--- config.mk ---
export PLATFORM = sky130hd
export DESIGN_NAME = lsb_stego_frame_decoder_flat
export DESIGN_NICKNAME = d
export VERILOG_FILES = /design/src/lsd_pkg.sv /design/src/lsd_channels.sv /design/src/lsb_stego_frame_decoder.sv /design/src/lsd_queue.sv /design/src/lsd_front.sv /design/src/lsd_back.sv /design/src/flat_wrapper.sv
export VERILOG_INCLUDE_DIRS = /design/src /design/src/src
export SDC_FILE = /design/constraint.sdc
export NUM_CORES = 1
export LEC_CHECK = 0
export BUFFER_PORTS_ARGS = -buffer_cell sky130_fd_sc_hd__buf_2
export CAP_MARGIN = 20
export CELL_PAD_IN_SITES_DETAIL_PLACEMENT = 0
export CELL_PAD_IN_SITES_GLOBAL_PLACEMENT = 1
export CORE_ASPECT_RATIO = 0.8
export CORE_MARGIN = 2
export CORE_UTILIZATION = 48
export CTS_CLUSTER_DIAMETER = 40
export DETAILED_ROUTE_END_ITERATION = 6
export GPL_TIMING_DRIVEN = 0
export PLACE_DENSITY = 0.8
export SLEW_MARGIN = 20
export SYNTH_ARGS = -nofsm -noshare
export SYNTH_HDL_FRONTEND = slang
export SYNTH_SLANG_ARGS = --single-unit
--- constraint.sdc ---
create_clock -name clk -period 4.4 [get_ports clk]
set_clock_uncertainty 0.1 [all_clocks]
set_input_delay 0.22 -clock clk [delete_from_list [all_inputs] [get_ports clk]]
set_output_delay 0.22 -clock clk [all_outputs]
set_load 0.05 [all_outputs]
--- src/lsb_stego_frame_decoder_defines.svh ---
// assertion macros shared by the lsb stego frame decoder rtl
// no dependencies; included by files that carry concurrent assertions
`ifndef LSB_STEGO_FRAME_DECODER_DEFINES_SVH
`define LSB_STEGO_FRAME_DECODER_DEFINES_SVH

`ifndef SYNTHESIS
// clocked check, disabled while reset is asserted
`define LSD_ASSERT(label, clk, rst_n, prop) \
    label: assert property (@(posedge clk) disable iff (!rst_n) prop) \
        else $error("lsd assertion failed");
// clocked check that also holds during reset
`define LSD_ASSERT_ALWAYS(label, clk, prop) \
    label: assert property (@(posedge clk) prop) \
        else $error("lsd assertion failed");
`else
`define LSD_ASSERT(label, clk, rst_n, prop)
`define LSD_ASSERT_ALWAYS(label, clk, prop)
`endif

`endif

--- src/lsd_pkg.sv ---
// types and constants of the lsb stego frame decoder
// no dependencies; used by the decoder, queue, front and back rtl files
package lsd_pkg;

    // configuration register indexes
    localparam logic REG_MAGIC_CODE  = 1'b0;
    localparam logic REG_HEADER_SKIP = 1'b1;

    localparam logic [15:0] MAGIC_CODE_RESET  = 16'h0000;
    localparam logic [7:0]  HEADER_SKIP_RESET = 8'd54;

    localparam int unsigned MAX_EXT_LEN_DEFAULT = 8;

    // result kinds
    localparam logic [1:0] KIND_EXT_CHAR   = 2'd0;
    localparam logic [1:0] KIND_PAYLOAD    = 2'd1;
    localparam logic [1:0] KIND_BAD_MAGIC  = 2'd2;
    localparam logic [1:0] KIND_EXT_LONG   = 2'd3;

    // decoupling queue between front and back
    localparam int unsigned QUEUE_DEPTH = 4;
    localparam int unsigned QPTR_W      = $clog2(QUEUE_DEPTH);
    localparam int unsigned QCNT_W      = $clog2(QUEUE_DEPTH + 1);

    // one classified item handed from front to back
    typedef struct packed {
        logic restart;
        logic has_bit;
        logic hidden_bit;
    } bit_entry_t;

    // frame parse phases of the back part
    typedef enum logic [6:0] {
        PH_MAGIC   = 7'b0000001,
        PH_EXTLEN  = 7'b0000010,
        PH_EXTCHR  = 7'b0000100,
        PH_PAYLEN  = 7'b0001000,
        PH_PAYLOAD = 7'b0010000,
        PH_DONE    = 7'b0100000,
        PH_HALT    = 7'b1000000
    } phase_t;

endpackage

--- src/lsd_channels.sv ---
// valid/ready channel interfaces of the lsb stego frame decoder
// depends on nothing; used by the front, back and top level
interface lsd_byte_if;
    logic       valid;
    logic       ready;
    logic [7:0] pixel_byte;
    logic       start_of_file;
    modport source (output valid, pixel_byte, start_of_file, input ready);
    modport sink   (input valid, pixel_byte, start_of_file, output ready);
endinterface

interface lsd_result_if;
    logic       valid;
    logic       ready;
    logic [7:0] value;
    logic [1:0] result_kind;
    logic       last;
    modport source (output valid, value, result_kind, last, input ready);
    modport sink   (input valid, value, result_kind, last, output ready);
endinterface

interface lsd_cfg_if;
    logic        valid;
    logic        ready;
    logic        index;
    logic [15:0] data;
    modport source (output valid, index, data, input ready);
    modport sink   (input valid, index, data, output ready);
endinterface

--- src/lsb_stego_frame_decoder.sv ---
// lsb stego frame decoder: file bytes one item per cycle at full rate;
// after header_skip leading bytes, bit 0 of each byte is shifted in msb first
// and parsed as magic, extension length, extension chars, payload length and
// payload bytes. the front stage accepts one item every cycle while its
// queue has room, and the back stage retires one queued item per cycle while
// its output register is free, so the sustained rate is one byte per cycle
// while results are taken. a completing byte is registered in the queue and
// then parsed into the output register. the four-entry queue lets bytes be
// taken while a result waits and absorbs short stalls downstream. magic
// mismatch or an over-long extension emits one error item and halts the parse
// until the next start_of_file. the user must write configuration through cfg
// only while the block is idle, which it does not enforce; cfg is always ready.
// depends on lsd_pkg, lsd_channels, lsd_queue, lsd_front and lsd_back
module lsb_stego_frame_decoder #(
    parameter int unsigned MAX_EXT_LEN = lsd_pkg::MAX_EXT_LEN_DEFAULT
) (
    input  logic          clk,
    input  logic          rst_n,
    lsd_byte_if.sink      bytes,
    lsd_result_if.source  results,
    lsd_cfg_if.sink       cfg
);

    // configuration registers
    logic [15:0] magic_code_reg, magic_code_next;
    logic [7:0]  header_skip_reg, header_skip_next;

    // front to queue
    logic                q_push;
    lsd_pkg::bit_entry_t q_push_data;
    logic                q_full;

    // queue to back
    logic                q_pop;
    lsd_pkg::bit_entry_t q_pop_data;
    logic                q_empty;

    assign cfg.ready = 1'b1;

    always_comb
    begin
        magic_code_next  = magic_code_reg;
        header_skip_next = header_skip_reg;
        if (cfg.valid)
        begin
            case (cfg.index)
                lsd_pkg::REG_MAGIC_CODE:  magic_code_next  = cfg.data;
                lsd_pkg::REG_HEADER_SKIP: header_skip_next = cfg.data[7:0];
                default:                  magic_code_next  = magic_code_reg;
            endcase
        end
    end

    always_ff @(posedge clk or negedge rst_n)
    begin
        if (!rst_n)
        begin
            magic_code_reg  <= lsd_pkg::MAGIC_CODE_RESET;
            header_skip_reg <= lsd_pkg::HEADER_SKIP_RESET;
        end
        else
        begin
            magic_code_reg  <= magic_code_next;
            header_skip_reg <= header_skip_next;
        end
    end

    // header skip and bit classification
    lsd_front u_front (
        .clk         (clk),
        .rst_n       (rst_n),
        .bytes       (bytes),
        .header_skip (header_skip_reg),
        .q_full      (q_full),
        .q_push      (q_push),
        .q_data      (q_push_data)
    );

    // decoupling queue
    lsd_queue u_queue (
        .clk       (clk),
        .rst_n     (rst_n),
        .push      (q_push),
        .push_data (q_push_data),
        .full      (q_full),
        .pop       (q_pop),
        .pop_data  (q_pop_data),
        .empty     (q_empty)
    );

    // frame parser and output register
    lsd_back #(
        .MAX_EXT_LEN (MAX_EXT_LEN)
    ) u_back (
        .clk        (clk),
        .rst_n      (rst_n),
        .q_data     (q_pop_data),
        .q_empty    (q_empty),
        .q_pop      (q_pop),
        .magic_code (magic_code_reg),
        .results    (results)
    );

endmodule

--- src/lsd_queue.sv ---
// short fifo of classified items between the front and back parts
// depends on lsd_pkg
module lsd_queue (
    input  logic                clk,
    input  logic                rst_n,
    input  logic                push,
    input  lsd_pkg::bit_entry_t push_data,
    output logic                full,
    input  logic                pop,
    output lsd_pkg::bit_entry_t pop_data,
    output logic                empty
);

    lsd_pkg::bit_entry_t                mem [lsd_pkg::QUEUE_DEPTH];
    logic [lsd_pkg::QPTR_W-1:0]         wr_ptr_reg, wr_ptr_next;
    logic [lsd_pkg::QPTR_W-1:0]         rd_ptr_reg, rd_ptr_next;
    logic [lsd_pkg::QCNT_W-1:0]         count_reg, count_next;

    assign full     = (count_reg == lsd_pkg::QCNT_W'(lsd_pkg::QUEUE_DEPTH));
    assign empty    = (count_reg == '0);
    assign pop_data = mem[rd_ptr_reg];

    always_comb
    begin
        wr_ptr_next = wr_ptr_reg;
        rd_ptr_next = rd_ptr_reg;
        count_next  = count_reg;
        if (push)
        begin
            wr_ptr_next = (wr_ptr_reg == lsd_pkg::QPTR_W'(lsd_pkg::QUEUE_DEPTH - 1))
                          ? '0 : wr_ptr_reg + lsd_pkg::QPTR_W'(1);
        end
        if (pop)
        begin
            rd_ptr_next = (rd_ptr_reg == lsd_pkg::QPTR_W'(lsd_pkg::QUEUE_DEPTH - 1))
                          ? '0 : rd_ptr_reg + lsd_pkg::QPTR_W'(1);
        end
        case ({push, pop})
            2'b10:   count_next = count_reg + lsd_pkg::QCNT_W'(1);
            2'b01:   count_next = count_reg - lsd_pkg::QCNT_W'(1);
            default: count_next = count_reg;
        endcase
    end

    always_ff @(posedge clk)
    begin
        if (push)
        begin
            mem[wr_ptr_reg] <= push_data;
        end
    end

    always_ff @(posedge clk or negedge rst_n)
    begin
        if (!rst_n)
        begin
            wr_ptr_reg <= '0;
            rd_ptr_reg <= '0;
            count_reg  <= '0;
        end
        else
        begin
            wr_ptr_reg <= wr_ptr_next;
            rd_ptr_reg <= rd_ptr_next;
            count_reg  <= count_next;
        end
    end

endmodule

--- src/lsd_front.sv ---
// front part: accepts file bytes, skips the header, forwards hidden bits
// depends on lsd_pkg and lsd_channels
module lsd_front (
    input  logic                clk,
    input  logic                rst_n,
    lsd_byte_if.sink            bytes,
    input  logic [7:0]          header_skip,
    input  logic                q_full,
    output logic                q_push,
    output lsd_pkg::bit_entry_t q_data
);

    logic       past_header_reg, past_header_next;
    logic [7:0] header_count_reg, header_count_next;
    logic       accept;
    logic       past_cur;
    logic [7:0] count_cur;

    assign bytes.ready = !q_full;
    assign accept      = bytes.valid && bytes.ready;

    always_comb
    begin
        past_cur          = bytes.start_of_file ? 1'b0 : past_header_reg;
        count_cur         = bytes.start_of_file ? 8'd0 : header_count_reg;
        past_header_next  = past_header_reg;
        header_count_next = header_count_reg;
        q_push            = 1'b0;
        q_data.restart    = bytes.start_of_file;
        q_data.has_bit    = 1'b0;
        q_data.hidden_bit = bytes.pixel_byte[0];
        if (accept)
        begin
            past_header_next  = past_cur;
            header_count_next = count_cur;
            if (!past_cur && (count_cur < header_skip))
            begin
                // header byte: only a restart needs to reach the back part
                header_count_next = count_cur + 8'd1;
                q_push            = bytes.start_of_file;
            end
            else
            begin
                past_header_next = 1'b1;
                q_data.has_bit   = 1'b1;
                q_push           = 1'b1;
            end
        end
    end

    always_ff @(posedge clk or negedge rst_n)
    begin
        if (!rst_n)
        begin
            past_header_reg  <= 1'b0;
            header_count_reg <= '0;
        end
        else
        begin
            past_header_reg  <= past_header_next;
            header_count_reg <= header_count_next;
        end
    end

endmodule

--- src/lsd_back.sv ---
// back part: gathers hidden bits, parses the frame, holds the result register
// depends on lsd_pkg, lsd_channels and the assertion macro header
`include "lsb_stego_frame_decoder_defines.svh"

module lsd_back #(
    parameter int unsigned MAX_EXT_LEN = lsd_pkg::MAX_EXT_LEN_DEFAULT
) (
    input  logic                clk,
    input  logic                rst_n,
    input  lsd_pkg::bit_entry_t q_data,
    input  logic                q_empty,
    output logic                q_pop,
    input  logic [15:0]         magic_code,
    lsd_result_if.source        results
);

    lsd_pkg::phase_t phase_reg, phase_next;
    logic [4:0]      bit_count_reg, bit_count_next;
    logic [31:0]     shift_reg, shift_next;
    logic [30:0]     remaining_reg, remaining_next;
    logic            out_valid_reg, out_valid_next;
    logic [7:0]      value_reg, value_next;
    logic [1:0]      kind_reg, kind_next;
    logic            last_reg, last_next;

    lsd_pkg::phase_t ph;
    logic [4:0]      cnt;
    logic [31:0]     shf;
    logic [30:0]     rem;
    logic [30:0]     len;
    logic            word_done;
    logic            res_valid;
    logic [7:0]      res_value;
    logic [1:0]      res_kind;
    logic            res_last;

    assign q_pop = !q_empty && (!out_valid_reg || results.ready);

    always_comb
    begin
        ph        = q_data.restart ? lsd_pkg::PH_MAGIC : phase_reg;
        cnt       = q_data.restart ? 5'd0 : bit_count_reg;
        shf       = q_data.restart ? 32'd0 : shift_reg;
        rem       = q_data.restart ? 31'd0 : remaining_reg;
        len       = 31'd0;
        word_done = 1'b0;
        res_valid = 1'b0;
        res_value = 8'd0;
        res_kind  = lsd_pkg::KIND_EXT_CHAR;
        res_last  = 1'b0;

        if (q_data.has_bit && (ph != lsd_pkg::PH_DONE) && (ph != lsd_pkg::PH_HALT))
        begin
            shf = {shf[30:0], q_data.hidden_bit};
            len = shf[31] ? 31'd0 : shf[30:0];
            case (ph)
                lsd_pkg::PH_MAGIC:  word_done = (cnt == 5'd15);
                lsd_pkg::PH_EXTLEN: word_done = (cnt == 5'd31);
                lsd_pkg::PH_PAYLEN: word_done = (cnt == 5'd31);
                default:            word_done = (cnt == 5'd7);
            endcase
            if (!word_done)
            begin
                cnt = cnt + 5'd1;
            end
            else
            begin
                cnt = 5'd0;
                case (ph)
                    lsd_pkg::PH_MAGIC:
                    begin
                        if (shf[15:0] != magic_code)
                        begin
                            ph        = lsd_pkg::PH_HALT;
                            res_valid = 1'b1;
                            res_kind  = lsd_pkg::KIND_BAD_MAGIC;
                            res_last  = 1'b1;
                        end
                        else
                        begin
                            ph = lsd_pkg::PH_EXTLEN;
                        end
                    end
                    lsd_pkg::PH_EXTLEN:
                    begin
                        if (len > 31'(MAX_EXT_LEN))
                        begin
                            ph        = lsd_pkg::PH_HALT;
                            res_valid = 1'b1;
                            res_kind  = lsd_pkg::KIND_EXT_LONG;
                            res_last  = 1'b1;
                        end
                        else
                        begin
                            rem = len;
                            ph  = (len == 31'd0) ? lsd_pkg::PH_PAYLEN : lsd_pkg::PH_EXTCHR;
                        end
                    end
                    lsd_pkg::PH_EXTCHR:
                    begin
                        rem       = rem - 31'd1;
                        ph        = (rem == 31'd0) ? lsd_pkg::PH_PAYLEN : lsd_pkg::PH_EXTCHR;
                        res_valid = 1'b1;
                        res_value = shf[7:0];
                        res_kind  = lsd_pkg::KIND_EXT_CHAR;
                    end
                    lsd_pkg::PH_PAYLEN:
                    begin
                        rem = len;
                        ph  = (len == 31'd0) ? lsd_pkg::PH_DONE : lsd_pkg::PH_PAYLOAD;
                    end
                    default:
                    begin
                        rem       = rem - 31'd1;
                        ph        = (rem == 31'd0) ? lsd_pkg::PH_DONE : lsd_pkg::PH_PAYLOAD;
                        res_valid = 1'b1;
                        res_value = shf[7:0];
                        res_kind  = lsd_pkg::KIND_PAYLOAD;
                        res_last  = (rem == 31'd0);
                    end
                endcase
            end
        end

        phase_next     = phase_reg;
        bit_count_next = bit_count_reg;
        shift_next     = shift_reg;
        remaining_next = remaining_reg;
        out_valid_next = out_valid_reg && !results.ready;
        value_next     = value_reg;
        kind_next      = kind_reg;
        last_next      = last_reg;
        if (q_pop)
        begin
            phase_next     = ph;
            bit_count_next = cnt;
            shift_next     = shf;
            remaining_next = rem;
            if (res_valid)
            begin
                out_valid_next = 1'b1;
                value_next     = res_value;
                kind_next      = res_kind;
                last_next      = res_last;
            end
        end
    end

    assign results.valid       = out_valid_reg;
    assign results.value       = value_reg;
    assign results.result_kind = kind_reg;
    assign results.last        = last_reg;

    always_ff @(posedge clk or negedge rst_n)
    begin
        if (!rst_n)
        begin
            phase_reg     <= lsd_pkg::PH_MAGIC;
            bit_count_reg <= '0;
            shift_reg     <= '0;
            remaining_reg <= '0;
            out_valid_reg <= 1'b0;
        end
        else
        begin
            phase_reg     <= phase_next;
            bit_count_reg <= bit_count_next;
            shift_reg     <= shift_next;
            remaining_reg <= remaining_next;
            out_valid_reg <= out_valid_next;
        end
    end

    always_ff @(posedge clk)
    begin
        value_reg <= value_next;
        kind_reg  <= kind_next;
        last_reg  <= last_next;
    end

    // error results always close the stream
    `LSD_ASSERT(a_error_is_last, clk, rst_n,
        (out_valid_reg && (kind_reg == lsd_pkg::KIND_BAD_MAGIC ||
        kind_reg == lsd_pkg::KIND_EXT_LONG)) |-> last_reg)
    // a finished or halted parse never holds a partial word
    `LSD_ASSERT(a_stop_no_partial, clk, rst_n,
        (phase_reg == lsd_pkg::PH_DONE || phase_reg == lsd_pkg::PH_HALT) |->
        (bit_count_reg == 5'd0))
    // extension countdown stays inside its bound
    `LSD_ASSERT(a_ext_bound, clk, rst_n,
        (phase_reg == lsd_pkg::PH_EXTCHR) |->
        (remaining_reg != 31'd0 && remaining_reg <= 31'(MAX_EXT_LEN)))
    // phase may still be unknown before the first reset edge
    `LSD_ASSERT_ALWAYS(a_phase_onehot, clk, !rst_n || $onehot(phase_reg))

endmodule

--- src/flat_wrapper.sv ---
// flat-port wrapper written by rule: the top's interface ports become plain ports
module lsb_stego_frame_decoder_flat 
#(
    parameter int unsigned MAX_EXT_LEN = lsd_pkg::MAX_EXT_LEN_DEFAULT
)
  (clk, rst_n, bytes_valid, bytes_pixel_byte, bytes_start_of_file, bytes_ready, results_valid, results_value, results_result_kind, results_last, results_ready, cfg_valid, cfg_index, cfg_data, cfg_ready);
  lsd_byte_if bytes_i ();
  lsd_result_if results_i ();
  lsd_cfg_if cfg_i ();
  input  logic clk;
  input  logic rst_n;
  input wire logic [$bits(bytes_i.valid)-1:0] bytes_valid;
  input wire logic [$bits(bytes_i.pixel_byte)-1:0] bytes_pixel_byte;
  input wire logic [$bits(bytes_i.start_of_file)-1:0] bytes_start_of_file;
  output wire logic [$bits(bytes_i.ready)-1:0] bytes_ready;
  output wire logic [$bits(results_i.valid)-1:0] results_valid;
  output wire logic [$bits(results_i.value)-1:0] results_value;
  output wire logic [$bits(results_i.result_kind)-1:0] results_result_kind;
  output wire logic [$bits(results_i.last)-1:0] results_last;
  input wire logic [$bits(results_i.ready)-1:0] results_ready;
  input wire logic [$bits(cfg_i.valid)-1:0] cfg_valid;
  input wire logic [$bits(cfg_i.index)-1:0] cfg_index;
  input wire logic [$bits(cfg_i.data)-1:0] cfg_data;
  output wire logic [$bits(cfg_i.ready)-1:0] cfg_ready;
  assign bytes_i.valid = bytes_valid;
  assign bytes_i.pixel_byte = bytes_pixel_byte;
  assign bytes_i.start_of_file = bytes_start_of_file;
  assign bytes_ready = bytes_i.ready;
  assign results_valid = results_i.valid;
  assign results_value = results_i.value;
  assign results_result_kind = results_i.result_kind;
  assign results_last = results_i.last;
  assign results_i.ready = results_ready;
  assign cfg_i.valid = cfg_valid;
  assign cfg_i.index = cfg_index;
  assign cfg_i.data = cfg_data;
  assign cfg_ready = cfg_i.ready;
  lsb_stego_frame_decoder #(.MAX_EXT_LEN(MAX_EXT_LEN)) u_core (.clk(clk), .rst_n(rst_n), .bytes(bytes_i), .results(results_i), .cfg(cfg_i));
endmodule
# Word-level counts from Yosys, hierarchy flattened
# Memories as Yosys holds them, arrays and structs flattened.
# Index checks and enable logic that the tools add are counted.
# W data, S select, Z words.
[word_totals] reg_bits=126 ramBits=12 memories=1 in_bits=31
[mem_list] memory="u_core.u_queue.mem" words=4 word_bits=3 read_ports=1 rd_ports_with_merged_regs=0 write_ports=1 line_no="lsd_queue.sv:14" text="lsd_pkg::bit_entry_t mem [lsd_pkg::QUEUE_DEPTH];"
[op_classes] n_bitwise=3 mux=47 add_sub_neg=7 n_eq_ne=15 n_reduce_logical=23 n_lt_le_gt_ge=2
[op_table] op="$mux W31" n=7
[op_table] op="$pmux W31 S3" n=1
[op_table] op="$logic_not A31 Y1" n=2
[op_table] op="$mux W7" n=5
[op_table] op="$gt A31 B4 Y1 const B" n=1
[op_table] op="$sub A31 B1 Y31 const B" n=1
[op_table] op="$pmux W7 S4" n=1
[op_table] op="$mux W8" n=2
[op_table] op="$ne A16 B16 Y1" n=1
[op_table] op="$mux W1" n=15
[op_table] op="$mux W5" n=3
[op_table] op="$mux W6" n=2
[op_table] op="$add A8 B1 Y8 const B" n=1
[op_table] op="$lt A8 B8 Y1" n=1
[op_table] op="$mux W2" n=4
[op_table] op="$mux W4" n=2
[op_table] op="$reduce_and A2 Y1" n=4
[op_table] op="$eq A7 B1 Y1 const B" n=1
[op_table] op="$eq A7 B2 Y1 const B" n=1
[op_table] op="$eq A7 B3 Y1 const B" n=1
[op_table] op="$eq A7 B4 Y1 const B" n=1
[op_table] op="$ne A7 B6 Y1 const B" n=1
[op_table] op="$ne A7 B7 Y1 const B" n=1
[op_table] op="$eq A2 B2 Y1 const B" n=3
[op_table] op="other kinds (21)" n=35

# Depth between registers and ports, before layout
# Gate-level depths: netlist of the first run.
# An unclocked memory read counts as a cell.
[depth] ltp_word=10 ltp_mapped=17

# Modules after synthesis
# A second synthesis of the first run with hierarchy kept.
[unflattened] hier_cells=928 area_unflattened_um2=8677.1
[modules_own_cells] mod="lsd_back" instances=1 cells_each=715 seq_area_each_um2=2208.4 area_per_inst_um2=6043.3
[modules_own_cells] mod="lsb_stego_frame_decoder" instances=1 cells_each=54 seq_area_each_um2=605.6 area_per_inst_um2=960.9
[modules_own_cells] mod="lsd_queue" instances=1 cells_each=53 seq_area_each_um2=535.5 area_per_inst_um2=854.6
[modules_own_cells] mod="lsd_front" instances=1 cells_each=106 seq_area_each_um2=225.2 area_per_inst_um2=818.3

# Worst setup path before layout of the first run
# OpenSTA, ideal clock, no wires.
[synth_timing] path_type="register to register" from="register u_core.u_queue.rd_ptr_reg[0] in the netlist's numbering" to="register u_core.u_back.last_reg (netlist: u_core.u_back.results.last) (enable)" setup_ns=0.383 slack_ns=0.342 n_path_buf=6 required_ns=3.917 t_arrival_ns=3.576 path_stages_with_launch=15 cell_sequence="dfrtp_1 -> buf_6 -> mux4_2 -> buf_2 -> buf_1 -> clkbuf_1 -> nor2b_1 -> ha_1 -> nand3b_1 -> nor4_4 -> o21ai_2 -> or2_1 -> clkbuf_1 -> clkbuf_1 -> a21oi_1"
[synth_between] elab_chain_len=9
[synth_lines] item="start, declared" line_no="lsd_queue.sv:16" text="logic [lsd_pkg::QPTR_W-1:0] rd_ptr_reg, rd_ptr_next;"
[synth_lines] item="start signal, assigned" line_no="lsd_queue.sv:64" text="rd_ptr_reg <= rd_ptr_next;"
[synth_lines] item="$mem_v2 Z4 W3 (*)"
[synth_lines] item="$mux W31 / $mux W7 (equally long branches)" line_no="lsd_back.sv:43, lsd_back.sv:41"
[synth_lines] item="$mux W31, or another cell as far along" line_no="lsd_back.sv:55" text="len = shf[31] ? 31'd0 : shf[30:0];"
[synth_lines] item="$gt A31 B4 Y1 / $reduce_or A2 Y1 (equally long branches)"
[synth_lines] item="$mux W1 / $pmux W1 S2 (equally long branches)" line_no="lsd_back.sv:86, lsd_back.sv:56"
[synth_lines] item="$pmux W1 S3 / $mux W1 (equally long branches)" line_no="lsd_back.sv:69, lsd_back.sv:52"
[synth_lines] item="$mux W1" line_no="lsd_back.sv:62" text="if (!word_done)"
[synth_lines] item="$mux W1 (*)" line_no="lsd_back.sv:52" text="if (q_data.has_bit && (ph != lsd_pkg::PH_DONE) && (ph != lsd_pkg::PH_HALT))"
[synth_lines] item="$reduce_and A2 Y1 (no line) (*)"
[synth_lines] item="end signal, assigned" line_no="lsd_back.sv:178" text="last_reg <= last_next;"
[synth_lines] item="end, declared" line_no="lsd_back.sv:24" text="logic last_reg, last_next;"
# Mark *: on every way between the ends. The rest lies on a longest branch, timed or not. The select of a mux whose other input is x is not followed.
# A chain may end at the register's enable or synchronous reset.

# Worst setup path in the final report of the first run
[layout_timing] from="register u_core.u_queue.rd_ptr_reg[0] in the netlist's numbering" to="register u_core.u_back.value_reg[3] (netlist: u_core.u_back.results.value[3]) (enable)"
[layout_between] elab_chain_len=9
[layout_lines] item="$mem_v2 Z4 W3 (*)"
[layout_lines] item="$mux W31 / $mux W7 (equally long branches)" line_no="lsd_back.sv:43, lsd_back.sv:41"
[layout_lines] item="$mux W31, or another cell as far along" line_no="lsd_back.sv:55"
[layout_lines] item="$gt A31 B4 Y1 / $reduce_or A2 Y1 (equally long branches)"
[layout_lines] item="$mux W1 / $pmux W1 S2 (equally long branches)" line_no="lsd_back.sv:86, lsd_back.sv:56"
[layout_lines] item="$pmux W1 S3 / $mux W1 (equally long branches)" line_no="lsd_back.sv:69, lsd_back.sv:52"
[layout_lines] item="$mux W1" line_no="lsd_back.sv:62"
[layout_lines] item="$mux W1 (*)" line_no="lsd_back.sv:52"
[layout_lines] item="$reduce_and A2 Y1 (no line) (*)"
[layout_lines] item="end signal, assigned" line_no="lsd_back.sv:176" text="value_reg <= value_next;"
[layout_lines] item="end, declared" line_no="lsd_back.sv:22" text="logic [7:0] value_reg, value_next;"
# Marked as above.

==> results_dict.tcl, run 1 <==
set metrics [dict create \
    cp-start-kind "flop" \
    fmax_mhz 240 \
    irDropWorstVdd_mv 0.314 \
    antenna_found_initial 0 \
    crit_arrival_ps 4250 \
    clockBufferDepth 2 \
    wl_per_cell_um 21.1 \
    finalCritPeriodShare_pct 94.5 \
    cp_data_required_time_ps 4490 \
    ys_seq_area_share_pct 45.6 \
    status "complete, no violations" \
    area_delta_synth_final_pct 16.8 \
    ant_nets 0 \
    fin_nets 925 \
    drt_pass1_iterations 6 \
    grt_max_degree 83 \
    post-route-min-period_ps 4160 \
    ys_seq_elements 138 \
    pin_count 45 \
    grt_pass1_vias 6660 \
    end_kind "flop" \
    pre_cts_ws_ps -859 \
    synth_warnings 0 \
    holdWs_ps 39.8 \
    synth_top_flop_cell "dfrtp_1" \
    cts.root.buffer_cell "clkbuf_16" \
    avgSynthCellArea_um2 9.75 \
    finalMaxSlewViolations 0 \
    gp_congestion 0.937 \
    cts-htree-levels 4 \
    cts_sinks 138 \
    synth_area_um2 7840 \
    postSynthCellCount 804 \
    syn_nets 853 \
    maxSlewHeadroom_pct 23.2 \
    worst_pin_slew_ps 1140 \
    max_cap_violations 0 \
    grt_pass1_wl_um 36800 \
    ys_async_sr_fraction_pct 83.3 \
    worstSkewPairLatency_ps 430 \
    drc 0 \
    post-dp-hpwl_um 16800 \
    cts_buffers 17 \
    worstSetupPathType "flop to flop" \
    die_w_um 147 \
    die_height_um 118 \
    initial_core_util_pct 49.3 \
    core-area_um2 15900 \
    viasPerCell 6.32 \
    hold_viol 0 \
    p_per_area_nw_per_um2 472 \
    rows 41 \
    p_leak_nw 3.87 \
    synth_edf_count 23 \
    clk_pin_slew_ps 60 \
    finalPower_mw 4.32 \
    ys_types 79 \
    hold_class "primary input to flop" \
    cp_max_fo 28 \
    drtIter0Drc 844 \
    rsz0062_at_grt "no" \
    vias 6981 \
    dieArea_um2 17400 \
    setup_violations 0 \
    diodes 0 \
    drive_above_1_share_pct 15.9 \
    fin_ws_ps 240 \
    tritoncts "yes" \
    port_buffers 36 \
    grt_usage_pct 27.4 \
    placed_cell_area_um2 8330 \
    grt_overflow 0 \
    postLayoutCellArea_um2 9160 \
    final_util_pct 57.6 \
    wl_um 23300 \
]
==> through the flow <==
stage	std cells	TNS, ps
global placement	1055	-13710
global route	1104	0
floorplan	804	0
detailed placement	1056	-15470
CTS	1105	0
finish	1104	0
==> critical path: stages (launching register included) <==
cell,delay (ps)
dfrtp_1,390
buf_6,140
mux4_2,430
clkbuf_4,430
clkbuf_2,410
buf_1,590
o21ai_0,190
a211oi_1,590
o21a_1,350
a21oi_4,100
buf_12,180
==> per-layer routing <==
metal	up-vias	part of all wire, %	wire length (µm)	track usage [%]
li1	3172	-	-	-
met1	3436	45	10500	41.3
met2	343	43	10100	39.2
met3	30	10	2390	7.30
met5	-	0	0	0
met4	0	1.4	318	7.15
==> cell families (layout without fill, tap and decap cells) <==
| group | after synthesis | after routing | share of synthesized area [%] |
|---|---|---|---|
| simple gates | 268 | 268 | 18.3 |
| other cells | 1 | 1 | 0.0478 |
| mux | 37 | 37 | 5.66 |
| xor+xnor | 24 | 24 | 2.68 |
| compound gates | 238 | 238 | 20.5 |
| buf+inv | 80 | 165 | 4.26 |
| fa+ha+maj | 18 | 18 | 2.97 |
| flops | 138 | 138 | 45.6 |
==> cell usage after synthesis (4+ instances only) <==
master | number | area (µm²)
a21boi_0 | 4 | 30.0
xnor2_1 | 15 | 131
o21ai_0 | 64 | 320
nor4_1 | 18 | 113
xor2_1 | 9 | 78.8
a211oi_1 | 4 | 30.0
a21oi_1 | 39 | 195
edfxtp_1 | 23 | 691
buf_1 | 4 | 15.0
clkbuf_1 | 35 | 131
nor2_1 | 51 | 191
ha_1 | 17 | 213
dfstp_2 | 5 | 131
nand3_1 | 13 | 65.1
nand2_1 | 68 | 255
o32ai_1 | 4 | 35.0
a22o_1 | 32 | 280
nor4bb_1 | 5 | 50.1
buf_2 | 6 | 30.0
a31oi_1 | 13 | 81.3
dfrtp_1 | 110 | 2750
nor3_1 | 26 | 130
nand4_1 | 11 | 68.8
and2_1 | 7 | 43.8
mux2_2 | 29 | 327
o21a_1 | 8 | 60.1
nor2b_1 | 16 | 100
a32o_1 | 5 | 50.1
or3_1 | 9 | 56.3
o21ai_1 | 8 | 40.0
inv_1 | 29 | 109
or4_1 | 7 | 52.6
a22oi_1 | 16 | 120
mux2i_1 | 5 | 50.1
and3_1 | 11 | 68.8
==> worst paths after layout <==
| check | from | endpoint | slack (ps) | depth (start not counted) |
|---|---|---|---|---|
| min in group asynchronous | rst_n | u_core.u_queue.rd_ptr_reg[0] | 160 | 2 |
| worst max register to register | u_core.u_queue.rd_ptr_reg[0] | u_core.u_back.results.value[3] | 240 | 10 |
| worst max-delay path | u_core.u_queue.rd_ptr_reg[0] | u_core.u_back.results.value[3] | 240 | 10 |
| max in group asynchronous | rst_n | u_core.header_skip_reg[1] | 3270 | 3 |
| worst min-delay path | bytes_start_of_file | u_core.u_queue.mem[1][2] | 40 | 1 |
| worst min register to register | u_core.u_queue.count_reg[0] | u_core.u_queue.count_reg[0] | 410 | 1 |
==> cell type report <==
type                    instances  area [µm²]
fillers                      1381        6750
multi-input cells             586        3960
clock inverters                12         128
inverters                      30         113
repair buffers                 58         432
plain buffers                  45         214
flip-flops and latches        138        3570
well taps                     215         269
clock buffers                  20         468
==> cells in the final DEF (no fill, tap or decap), types with 23 or more instances in the layout <==
master    instances
o21ai_0          64
nor2_1           51
nor3_1           25
clkbuf_1         30
a21oi_1          38
buf_2            40
a22o_1           32
dfrtp_1         110
edfxtp_1         23
inv_1            29
mux2_2           28
nand2_1          68
==> power by group <==
group	switching [mW]	internal (mW)	leakage (nW)	total, mW
registers	0.0999	1.42	1.72	1.52
logic	0.896	0.454	1.86	1.35
clock network	0.605	0.844	0.292	1.45
total	1.60	2.72	3.87	4.32
==> repair_timing <==
item / 4_1_cts / 5_1_grt
hold buffers: 19 / 0
gates cloned: 0 / 0
hold endpoints to repair: 62 / 0
pin swaps: 0 / 1
setup endpoints to repair: 35 / 19
gates resized for setup: 6 / 8
buffers inserted: 1 / 1
(Power assumes the default switching activity.)
==> run 2: changes to the inputs <==
--- a/config.mk
+++ b/config.mk
@@ -6,17 +6,17 @@
 export SDC_FILE = /design/constraint.sdc
 export NUM_CORES = 1
 export LEC_CHECK = 0
-export BUFFER_PORTS_ARGS = -buffer_cell sky130_fd_sc_hd__buf_2
 export CAP_MARGIN = 20
 export CELL_PAD_IN_SITES_DETAIL_PLACEMENT = 0
 export CELL_PAD_IN_SITES_GLOBAL_PLACEMENT = 1
 export CORE_ASPECT_RATIO = 0.8
 export CORE_MARGIN = 2
-export CORE_UTILIZATION = 48
+export CORE_UTILIZATION = 50
 export CTS_CLUSTER_DIAMETER = 40
 export DETAILED_ROUTE_END_ITERATION = 6
+export DONT_BUFFER_PORTS = 1
 export GPL_TIMING_DRIVEN = 0
-export PLACE_DENSITY = 0.8
+export PLACE_DENSITY = 0.79
 export SLEW_MARGIN = 20
 export SYNTH_ARGS = -nofsm -noshare
 export SYNTH_HDL_FRONTEND = slang
==> results_dict.tcl, run 2 (synthesized netlist as in run 1, its figures left out) <==
set metrics [dict create \
    p_leak_nw 3.76 \
    initial_core_util_pct 51.7 \
    cts.root.buffer_cell "clkbuf_16" \
    layout_common_cells "dfrtp_1 (110), nand2_1 (68), o21ai_0 (64)" \
    rows 40 \
    grt_overflow 0 \
    reg2reg_from "u_core.u_queue.rd_ptr_reg[1]" \
    viasPerCell 6.37 \
    cp_max_fo 19 \
    grt_pass1_wl_um 36500 \
    pin_count 45 \
    drive_above_1_share_pct 12.9 \
    diodes 0 \
    drtIter0Drc 689 \
    p_per_area_nw_per_um2 486 \
    postLayoutCellArea_um2 9040 \
    post-dp-hpwl_um 16500 \
    antenna_found_initial 0 \
    regToRegEndpoint "u_core.u_back.phase_reg[3]" \
    status "complete, no violations" \
    worstHoldPathCells 3 \
    worst_pin_slew_ps 1010 \
    seqPwrFrac_pct 34.4 \
    cts_buffers 17 \
    port_buffers 0 \
    area_delta_synth_final_pct 15.3 \
    maxSlewHeadroom_pct 32.2 \
    finalPower_mw 4.39 \
    grt_usage_pct 29.4 \
    final_util_pct 59.6 \
    drt_pass1_iterations 5 \
    worstSetupPathType "flop to flop" \
    multiInputGateArea_um2 3970 \
    die_w_um 144 \
    grt_max_degree 116 \
    fin_nets 892 \
    post-route-min-period_ps 4220 \
    cts-htree-levels 4 \
    vias 6795 \
    hold_class "primary input to flop" \
    finalCritPeriodShare_pct 95.9 \
    rsz0062_at_grt "no" \
    cp-start-kind "flop" \
    switchingPower_mw 1.56 \
    crit_arrival_ps 4460 \
    hold_viol 0 \
    fmax_mhz 237 \
    holdWs_ps 54.5 \
    grt_pass1_vias 6458 \
    end_kind "flop" \
    p_comb_share_pct 30.6 \
    clk_pin_slew_ps 60 \
    r2r_slack_ps 180 \
    clockBufferDepth 2 \
    ant_nets 0 \
    min_to "u_core.u_front.header_count_reg[0]" \
    cp_data_required_time_ps 4650 \
    cts_sinks 138 \
    wl_um 23000 \
    power.share.switching_pct 35.5 \
    dieArea_um2 16700 \
    clkPwrFrac_pct 35.0 \
    fillers 1317 \
    p_int_mw 2.83 \
    max_cap_violations 0 \
    tritoncts "yes" \
    hp-start "bytes_start_of_file" \
    setup_violations 0 \
    final_common_cell "dfrtp_1" \
    core-area_um2 15200 \
    gp_congestion 0.970 \
    drc 0 \
    worstSkewPairLatency_ps 430 \
    finalMaxSlewViolations 0 \
    die_height_um 116 \
    placed_cell_area_um2 8110 \
    wl_per_cell_um 21.6 \
    tns_ps 0 \
    reg2regPathDepth 14 \
    seq_area_um2 3570 \
    irDropWorstVdd_mv 0.351 \
]
==> run 2: critical path: stages, from the launching register on <==
cell	delay [ps]
dfrtp_1	350
clkbuf_1	290
mux2i_1	220
mux2_2	350
buf_4	310
nand2_1	120
ha_1	370
xnor2_1	230
o2111ai_1	130
a2111oi_0	320
nand4_1	180
nor4_2	260
nand4_1	250
or3_1	460
o21ai_1	170
==> run 2: cell type report <==
type	instances	area share [%]
Buffer	46	2.41
Multi-Input combinational cell	586	43.9
Tap cell	210	2.91
Timing Repair Buffer	24	2.93
Clock buffer	20	5.30
Inverter	30	1.25
Clock inverter	12	1.73
Sequential cell	138	39.5
==> run 2: metal layers <==
layer | vias up | track usage (%) | part of all wire (%)
met5 | - | 0 | 0
met3 | 29 | 7.15 | 9.2
met1 | 3353 | 43.7 | 47
met2 | 313 | 43.2 | 43
met4 | 0 | 7.65 | 1.1
li1 | 3100 | - | -
==> run 2: how the worst max path moves through the flow <==
stage                                            start                                    to  slack, ps  depth (start not counted)
final                     u_core.u_queue.rd_ptr_reg[1]            u_core.u_back.phase_reg[3]        180                         14
after global routing      u_core.u_queue.rd_ptr_reg[0]        u_core.u_back.results.value[5]          7                         14
after CTS                 u_core.u_queue.rd_ptr_reg[0]        u_core.u_back.results.value[5]         50                         15
after detailed placement  u_core.u_queue.rd_ptr_reg[0]        u_core.u_back.results.value[2]       -890                         14
after global placement    u_core.u_queue.rd_ptr_reg[0]  u_core.u_back.results.result_kind[0]       -820                         14
after floorplan           u_core.u_queue.rd_ptr_reg[0]            u_core.u_back.results.last        340                         14
==> run 2: repair_timing <==
item                       in CTS  in global routing
gates resized for setup         8                  7
cloned                          0                  0
pin swaps                       0                  1
setup endpoints to repair      35                 22
hold endpoints to repair      150                  0
hold buffers                   22                  0
buffers inserted                1                  1
==> run 2: power groups by stage <==
stage          Sequential (mW)  Combinational [mW]  Clock (mW)
2_1_floorplan             1.51               0.910           0
3_3_place_gp              1.52                1.24           0
3_5_place_dp              1.53                1.28           0
4_1_cts                   1.51                1.32        1.56
5_1_grt                   1.53                1.47        1.61
6_report                  1.51                1.34        1.54
==> run 2: per-stage QoR <==
stage / instances / setup slack (ps)
floorplan: 804 / 342
global placement: 1014 / -821
detailed placement: 1014 / -887
CTS: 1067 / 48.3
global route: 1066 / 7.09
finish: 1066 / 181
